--- config.mk ---
export PLATFORM = sky130hd
export DESIGN_NAME = ich_hash
export DESIGN_NICKNAME = d
export VERILOG_FILES = /design/src/rtl/core/ich_pkg.sv /design/src/rtl/core/ich_mul.sv /design/src/rtl/core/ich_hash.sv
export SDC_FILE = /design/constraint.sdc
export NUM_CORES = 2
export LEC_CHECK = 0
export BUFFER_PORTS_ARGS = -buffer_cell sky130_fd_sc_hd__clkbuf_2
export CAP_MARGIN = 10
export CORE_MARGIN = 1
export CORE_UTILIZATION = 53
export CTS_CLUSTER_DIAMETER = 200
export DETAILED_ROUTE_END_ITERATION = 6
export PLACE_DENSITY = 0.69
export SYNTH_ARGS = -nofsm -noshare
export SYNTH_HDL_FRONTEND = slang
export SYNTH_SLANG_ARGS = --single-unit
--- constraint.sdc ---
create_clock -name clock -period 84 [get_ports clock]
set_clock_uncertainty 0.1 [all_clocks]
set_input_delay 4.2 -clock clock [delete_from_list [all_inputs] [get_ports clock]]
set_output_delay 4.2 -clock clock [all_outputs]
set_load 0.03 [all_outputs]
--- src/rtl/core/ich_pkg.sv ---
// shared constants, types and helpers of the intern table
package ich_pkg;

   // table geometry
   localparam int TABLE_SLOTS   = 4096;
   localparam int MAX_KEY_WORDS = 8;
   localparam int SLOT_BITS     = $clog2(TABLE_SLOTS);
   localparam int WIDX_BITS     = $clog2(MAX_KEY_WORDS);
   localparam int LEN_BITS      = $clog2(MAX_KEY_WORDS + 1);
   localparam int META_BITS     = LEN_BITS + 1;
   localparam int WADDR_BITS    = SLOT_BITS + WIDX_BITS;
   localparam int CNT_BITS      = $clog2(TABLE_SLOTS + 1);
   localparam int LOAD_LIMIT    = TABLE_SLOTS * 3 / 4;
   localparam int OUT_SLOT_BITS = 12;

   // hash primes
   localparam logic [63:0] PR1 = 64'h9E3779B185EBCA87;
   localparam logic [63:0] PR2 = 64'hC2B2AE3D27D4EB4F;
   localparam logic [63:0] PR3 = 64'h165667B19E3779F9;
   localparam logic [63:0] PR4 = 64'h85EBCA77C2B2AE63;
   localparam logic [63:0] PR5 = 64'h27D4EB2F165667C5;

   // result status codes
   typedef enum logic [1:0] {
      STATUS_OK   = 2'd0,
      STATUS_FULL = 2'd1,
      STATUS_LONG = 2'd2
   } status_type;

   // hash sequencer
   typedef enum logic [3:0] {
      H_IDLE, H_WAIT, H_RND1, H_RND2, H_RND3, H_SUM1, H_SUM2, H_MERGE3,
      H_LEN, H_TAIL3, H_FIN1, H_FIN2, H_FIN3
   } hash_state_type;

   typedef enum logic [1:0] {
      PH_LANES, PH_MERGE, PH_TAIL
   } hash_phase_type;

   // table controller
   typedef enum logic [3:0] {
      T_CLEAR, T_COLLECT, T_HASH, T_META, T_CHECK, T_CMP_RD, T_CMP, T_STORE, T_EMIT
   } table_state_type;

   // rotate left by a fixed amount
   function automatic logic [63:0] rotl64(input logic [63:0] v, input int unsigned r);
      return (v << r) | (v >> (64 - r));
   endfunction

endpackage

--- src/rtl/core/ich_mul.sv ---
// iterative 64x64 multiplier, low 64 bits, one 32x32 product per cycle
module ich_mul (
   input  logic        clock,
   input  logic        reset,
   input  logic        start,
   input  logic [63:0] op_a,
   input  logic [63:0] op_b,
   output logic        done,
   output logic [63:0] product
);

   logic [63:0] a_ff, a_in, b_ff, b_in, acc_ff, acc_in;
   logic [1:0]  step_ff, step_in;
   logic        busy_ff, busy_in, done_ff, done_in;
   logic [31:0] pa, pb;
   logic [63:0] pp;

   // partial product select: lo*lo, hi*lo, lo*hi
   always_comb begin
      pa = (step_ff == 2'd1) ? a_ff[63:32] : a_ff[31:0];
      pb = (step_ff == 2'd2) ? b_ff[63:32] : b_ff[31:0];
      pp = 64'(pa) * 64'(pb);
   end

   // step control and accumulation
   always_comb begin
      a_in    = a_ff;
      b_in    = b_ff;
      acc_in  = acc_ff;
      step_in = step_ff;
      busy_in = busy_ff;
      done_in = 1'b0;
      if (start) begin
         a_in    = op_a;
         b_in    = op_b;
         step_in = 2'd0;
         busy_in = 1'b1;
      end else if (busy_ff) begin
         acc_in  = (step_ff == 2'd0) ? pp : acc_ff + {pp[31:0], 32'd0};
         step_in = step_ff + 2'd1;
         if (step_ff == 2'd2) begin
            busy_in = 1'b0;
            done_in = 1'b1;
         end
      end
   end

   always_ff @(posedge clock) begin
      if (reset) begin
         busy_ff <= 1'b0;
         done_ff <= 1'b0;
         step_ff <= 2'd0;
      end else begin
         busy_ff <= busy_in;
         done_ff <= done_in;
         step_ff <= step_in;
      end
   end

   always_ff @(posedge clock) begin
      a_ff   <= a_in;
      b_ff   <= b_in;
      acc_ff <= acc_in;
   end

   assign done    = done_ff;
   assign product = acc_ff;

endmodule

--- src/rtl/core/ich_hash.sv ---
// xxh64 sequencer over the buffered key words, sharing one multiplier
module ich_hash (
   input  logic                          clock,
   input  logic                          reset,
   input  logic                          start,
   input  logic [ich_pkg::LEN_BITS-1:0]  key_len,
   output logic [ich_pkg::WIDX_BITS-1:0] word_idx,
   input  logic [63:0]                   word,
   output logic                          done,
   output logic [63:0]                   hash
);

   ich_pkg::hash_state_type state_ff, state_in, ret_ff, ret_in;
   ich_pkg::hash_phase_type phase_ff, phase_in;
   logic [1:0]                  k_ff, k_in;
   logic [ich_pkg::LEN_BITS-1:0] idx_ff, idx_in, n_ff, n_in;
   logic [63:0]                 lane_ff [4];
   logic [63:0]                 lane_in [4];
   logic [63:0]                 h_ff, h_in;
   logic                        done_ff, done_in;
   logic                        mul_start, mul_done;
   logic [63:0]                 mul_a, mul_b, mul_p, hx, acc_sel;

   ich_mul u_mul (
      .clock  (clock),
      .reset  (reset),
      .start  (mul_start),
      .op_a   (mul_a),
      .op_b   (mul_b),
      .done   (mul_done),
      .product(mul_p)
   );

   // next state
   always_comb begin
      state_in = state_ff;
      ret_in   = ret_ff;
      case (state_ff)
         ich_pkg::H_IDLE: begin
            if (start) state_in = ich_pkg::H_RND1;
         end
         ich_pkg::H_WAIT: begin
            if (mul_done) state_in = ret_ff;
         end
         ich_pkg::H_RND1: begin
            state_in = ich_pkg::H_WAIT;
            ret_in   = ich_pkg::H_RND2;
         end
         ich_pkg::H_RND2: begin
            state_in = ich_pkg::H_WAIT;
            ret_in   = ich_pkg::H_RND3;
         end
         ich_pkg::H_RND3: begin
            case (phase_ff)
               ich_pkg::PH_LANES: begin
                  if (k_ff != 2'd3) state_in = ich_pkg::H_RND1;
                  else if (({1'b0, idx_ff} + 5'd5) <= {1'b0, n_ff})
                     state_in = ich_pkg::H_RND1;
                  else state_in = ich_pkg::H_SUM1;
               end
               ich_pkg::PH_MERGE: begin
                  state_in = ich_pkg::H_WAIT;
                  ret_in   = ich_pkg::H_MERGE3;
               end
               default: begin
                  state_in = ich_pkg::H_WAIT;
                  ret_in   = ich_pkg::H_TAIL3;
               end
            endcase
         end
         ich_pkg::H_SUM1: state_in = ich_pkg::H_SUM2;
         ich_pkg::H_SUM2: state_in = ich_pkg::H_RND1;
         ich_pkg::H_MERGE3: begin
            state_in = (k_ff == 2'd3) ? ich_pkg::H_LEN : ich_pkg::H_RND1;
         end
         ich_pkg::H_LEN: begin
            state_in = (idx_ff < n_ff) ? ich_pkg::H_RND1 : ich_pkg::H_FIN1;
         end
         ich_pkg::H_TAIL3: begin
            state_in = ((idx_ff + 1'b1) < n_ff) ? ich_pkg::H_RND1 : ich_pkg::H_FIN1;
         end
         ich_pkg::H_FIN1: begin
            state_in = ich_pkg::H_WAIT;
            ret_in   = ich_pkg::H_FIN2;
         end
         ich_pkg::H_FIN2: begin
            state_in = ich_pkg::H_WAIT;
            ret_in   = ich_pkg::H_FIN3;
         end
         ich_pkg::H_FIN3: state_in = ich_pkg::H_IDLE;
         default: state_in = ich_pkg::H_IDLE;
      endcase
   end

   // datapath and multiplier issue
   always_comb begin
      phase_in  = phase_ff;
      k_in      = k_ff;
      idx_in    = idx_ff;
      n_in      = n_ff;
      h_in      = h_ff;
      lane_in   = lane_ff;
      done_in   = 1'b0;
      mul_start = 1'b0;
      mul_a     = 64'd0;
      mul_b     = 64'd0;
      hx        = h_ff ^ mul_p;
      acc_sel   = (phase_ff == ich_pkg::PH_LANES) ? lane_ff[k_ff] : 64'd0;
      case (state_ff)
         ich_pkg::H_IDLE: begin
            if (start) begin
               n_in   = key_len;
               idx_in = '0;
               k_in   = 2'd0;
               if (key_len >= ich_pkg::LEN_BITS'(4)) begin
                  phase_in   = ich_pkg::PH_LANES;
                  lane_in[0] = ich_pkg::PR1 + ich_pkg::PR2;
                  lane_in[1] = ich_pkg::PR2;
                  lane_in[2] = 64'd0;
                  lane_in[3] = 64'd0 - ich_pkg::PR1;
               end else begin
                  phase_in = ich_pkg::PH_TAIL;
                  h_in     = ich_pkg::PR5 + (64'(key_len) << 3);
               end
            end
         end
         ich_pkg::H_RND1: begin
            mul_start = 1'b1;
            mul_a     = (phase_ff == ich_pkg::PH_MERGE) ? lane_ff[k_ff] : word;
            mul_b     = ich_pkg::PR2;
         end
         ich_pkg::H_RND2: begin
            mul_start = 1'b1;
            mul_a     = ich_pkg::rotl64(acc_sel + mul_p, 31);
            mul_b     = ich_pkg::PR1;
         end
         ich_pkg::H_RND3: begin
            case (phase_ff)
               ich_pkg::PH_LANES: begin
                  lane_in[k_ff] = mul_p;
                  idx_in        = idx_ff + 1'b1;
                  k_in          = k_ff + 2'd1;
               end
               ich_pkg::PH_MERGE: begin
                  h_in      = hx;
                  mul_start = 1'b1;
                  mul_a     = hx;
                  mul_b     = ich_pkg::PR1;
               end
               default: begin
                  mul_start = 1'b1;
                  mul_a     = ich_pkg::rotl64(hx, 27);
                  mul_b     = ich_pkg::PR1;
               end
            endcase
         end
         ich_pkg::H_SUM1: begin
            h_in = ich_pkg::rotl64(lane_ff[0], 1) + ich_pkg::rotl64(lane_ff[1], 7);
         end
         ich_pkg::H_SUM2: begin
            h_in     = h_ff + ich_pkg::rotl64(lane_ff[2], 12) + ich_pkg::rotl64(lane_ff[3], 18);
            phase_in = ich_pkg::PH_MERGE;
            k_in     = 2'd0;
         end
         ich_pkg::H_MERGE3: begin
            h_in = mul_p + ich_pkg::PR4;
            k_in = k_ff + 2'd1;
         end
         ich_pkg::H_LEN: begin
            h_in     = h_ff + (64'(n_ff) << 3);
            phase_in = ich_pkg::PH_TAIL;
         end
         ich_pkg::H_TAIL3: begin
            h_in   = mul_p + ich_pkg::PR4;
            idx_in = idx_ff + 1'b1;
         end
         ich_pkg::H_FIN1: begin
            mul_start = 1'b1;
            mul_a     = h_ff ^ (h_ff >> 33);
            mul_b     = ich_pkg::PR2;
         end
         ich_pkg::H_FIN2: begin
            mul_start = 1'b1;
            mul_a     = mul_p ^ (mul_p >> 29);
            mul_b     = ich_pkg::PR3;
         end
         ich_pkg::H_FIN3: begin
            h_in    = mul_p ^ (mul_p >> 32);
            done_in = 1'b1;
         end
         default: begin
         end
      endcase
   end

   always_ff @(posedge clock) begin
      if (reset) begin
         state_ff <= ich_pkg::H_IDLE;
         ret_ff   <= ich_pkg::H_IDLE;
         done_ff  <= 1'b0;
      end else begin
         state_ff <= state_in;
         ret_ff   <= ret_in;
         done_ff  <= done_in;
      end
   end

   always_ff @(posedge clock) begin
      phase_ff <= phase_in;
      k_ff     <= k_in;
      idx_ff   <= idx_in;
      n_ff     <= n_in;
      h_ff     <= h_in;
      lane_ff  <= lane_in;
   end

   assign word_idx = idx_ff[ich_pkg::WIDX_BITS-1:0];
   assign done     = done_ff;
   assign hash     = h_ff;

endmodule

==> impl_metrics.yaml <==
drt:
  drt_iter0_markers: 10637
  drc_errors: 16
  vias_per_cell: 6.88
  first_pass_iters: 7
  wirelength_mm: 372
  wire_per_inst_microns: 36.0
  drtAntennaViolNets: 0
  num_vias: 71106
yosys:
  synth.avg_cell_area_sq_um: 9.07
  syn_inst: 8559
  synth_area_sq_um: 77600
  synth_cell_types: 96
  synth-seq-area-share: 0.184
  ys.flop_type: "edfxtp_1"
  syn-num-nets: 10101
  ys_warn_count: 0
  ys_seq_elements: 480
  synth_enable_flop_cells: 467
  synthArstFlopShare: 0
timing:
  rsz0062_at_grt: "no"
  period_needed_ps: 11410
  timing.final.hold_violations: 0
  fmax_mhz: 87.7
  tns_ps: 0
  relSlewSlack: 0.0380
  setup_viol: 0
  final_max_slew_viol_count: 0
  tightest_slew_ps: 1400
  holdWs_ps: 410
  timing.final.crit_share: 0.136
cells_and_area:
  syn_to_final_growth_pct: 5.66
  final_nets: 9887
  multi_input_area_sq_um: 57200
  stdcell_area_sq_um: 82000
  drive_gt1_frac: 0.0720
  seq_area_sq_um: 14300
  utilization: 0.563
  fill_cells: 13108
global_route:
  met2_usage: 0.752
  grt_usage: 0.499
  grt_pass1_wl_mm: 519
  antenna_found_initial: 35
  grt-busiest-layer: "met2"
  grt_start_max_net_pins: 136
  gr-total-overflow: 0
  use_met1: 0.588
  grtUsageMet3: 0.148
  grt_pass1_vias: 68926
cts:
  max-clock-path-buffers: 3
  cts.sinks: 480
  clock-root-buffer: "clkbuf_16"
  ctsHoldBuffers: 0
  cts_resized: 0
  cts_setup_buffers: 0
  clkLatencyLatePin_ps: 710
  cts_tree: "yes"
  cts_inserted_buffers: 56
  cts.clk_slew.worst_paths_ps: 60
  htreeDepth: 2
floorplanning:
  start_util: 0.533
  dieArea_sq_um: 148000
  rows: 140
  die_w_microns: 385
  coreArea_sq_um: 146000
  fp.dieH_microns: 385
  io_pins: 139
placement:
  placed_cell_area_sq_um: 79900
  dp_hpwl_mm: 293
  io_buffers: 138
  place.gp.congestion: 1.11
critical_path:
  r2r_start: "u_mul.step_ff[1]$_SDFFE_PP0P_"
  cp_max_fo: 56
  arrival_ps: 11790
  required_ps: 84380
  slowest_stage: "buf_4"
  rr_endpoint: "u_mul.product[60]$_DFFE_PP_"
  endpoint_kind: "register"
  cpPeakStageDelay_ps: 690
  r2r_setup_slack_ps: 72590
  critical_path_class: "register to register"
  start_kind: "register"
  worst_r2r_path_depth: 33
min_path:
  whs_path_depth: 2
  hp-class: "register to register"
  hold_end: "ret_ff[2]$_SDFFE_PP0P_"
  hp-start: "ret_ff[2]$_SDFFE_PP0P_"
run:
  cap_violations: 0
run_status:
  outcome: "complete, but fails checks"
  violations: "DRC"
==> layer usage <==
layer  wire (microns)  up-vias
li1                 -    28933
met2           160000     5645
met3            46200     1533
met5              226        -
met4            39100       34
met1           126000    34961
==> critical path: cells and delay by family (launching register included) <==
kind,cells,cell delay [ps]
mux,1,630
simple gates,1,200
buf+inv,5,970
xor+xnor,1,600
fa+ha+maj,11,4610
flops,1,330
compound gates,14,3730
==> cells by family (layout without fill, tap and decap cells) <==
logic type      after synthesis  in the layout  share of synthesized area
mux                         460            460                     0.0702
fa+ha+maj                  1471           1471                      0.330
buf+inv                    1656           1490                     0.0815
flops                       480            480                      0.184
other cells                   0             18                          0
compound gates             1842           1842                      0.158
xor+xnor                    438            438                     0.0494
simple gates               2212           2212                      0.127
==> registers in the layout, summed over array words and instances, names as in the netlist, 4 cells and up <==
signal / flops
ret_ff: 4
n_ff: 4
state_ff: 4
lane_ff: 256
idx_ff: 4
u_mul.b_ff: 7
u_mul.a_ff: 64
hash: 64
u_mul.product: 64
==> how the worst max path moves through the flow <==
stage	end	slack [ps]	start
finish	u_mul.product[60]$_DFFE_PP_	72590	u_mul.step_ff[1]$_SDFFE_PP0P_
global route	u_mul.product[60]$_DFFE_PP_	72130	u_mul.step_ff[0]$_SDFFE_PP0P_
CTS	u_mul.product[60]$_DFFE_PP_	72670	u_mul.step_ff[1]$_SDFFE_PP0P_
detailed placement	u_mul.product[60]$_DFFE_PP_	72710	u_mul.step_ff[1]$_SDFFE_PP0P_
floorplan	lane_ff[0]$_SDFFCE_PN1P_	38010	start
global placement	u_mul.product[60]$_DFFE_PP_	72790	u_mul.step_ff[1]$_SDFFE_PP0P_
==> layout make-up <==
| type | count | share of cell area |
|---|---|---|
| antenna | 18 | 0.000549 |
| clock buffer | 62 | 0.0174 |
| clock inverter | 44 | 0.00670 |
| inverter | 1068 | 0.0489 |
| multi-input combinational | 6423 | 0.698 |
| sequential | 480 | 0.174 |
| tap | 1917 | 0.0292 |
| timing repair buffer | 316 | 0.0252 |
==> layout by cell type, fill, tap and decap left out, types with 26 or more instances in the layout <==
cell and n:
buf_4 171, nor2b_1 37, a31oi_1 49, fa_1 960
xnor2_1 230, clkbuf_2 139, edfxtp_1 467, mux2i_1 359
ha_1 505, inv_1 1065, nand2b_1 41, and3_1 46
clkbuf_16 56, nor3_1 70, nand3_1 101, mux2_2 36
a21oi_1 476, xor2_1 207, and2_1 133, mux4_2 64
nand4_1 91, nand2_1 881, a221o_1 57, a221oi_1 86
o22ai_1 44, o21bai_1 58, o21a_1 39, a21o_1 196
a222oi_1 26, o211ai_1 54, o221ai_1 99, a211oi_1 46
o21ai_0 391, nor2_1 661
==> cell usage after synthesis, types with 135 or more instances <==
cell	n	share of area
a21oi_1	482	0.031
and2_1	135	0.011
inv_1	1066	0.052
o21ai_0	392	0.025
xor2_1	207	0.023
nor2_1	668	0.032
ha_1	511	0.082
mux2i_1	360	0.046
fa_1	960	0.25
edfxtp_1	467	0.18
nand2_1	885	0.043
a21o_1	196	0.019
xnor2_1	231	0.026
clkbuf_1	493	0.024
==> per-stage QoR <==
stage / worst slack, ps / instances
floorplan: 38010 / 8559
global placement: 72790 / 10199
detailed placement: 72710 / 10199
CTS: 72670 / 10305
global route: 72130 / 10312
finish: 72590 / 10328
Power is not shown: default switching activity piles up to over one toggle a cycle in this logic, so the estimate is an artifact.
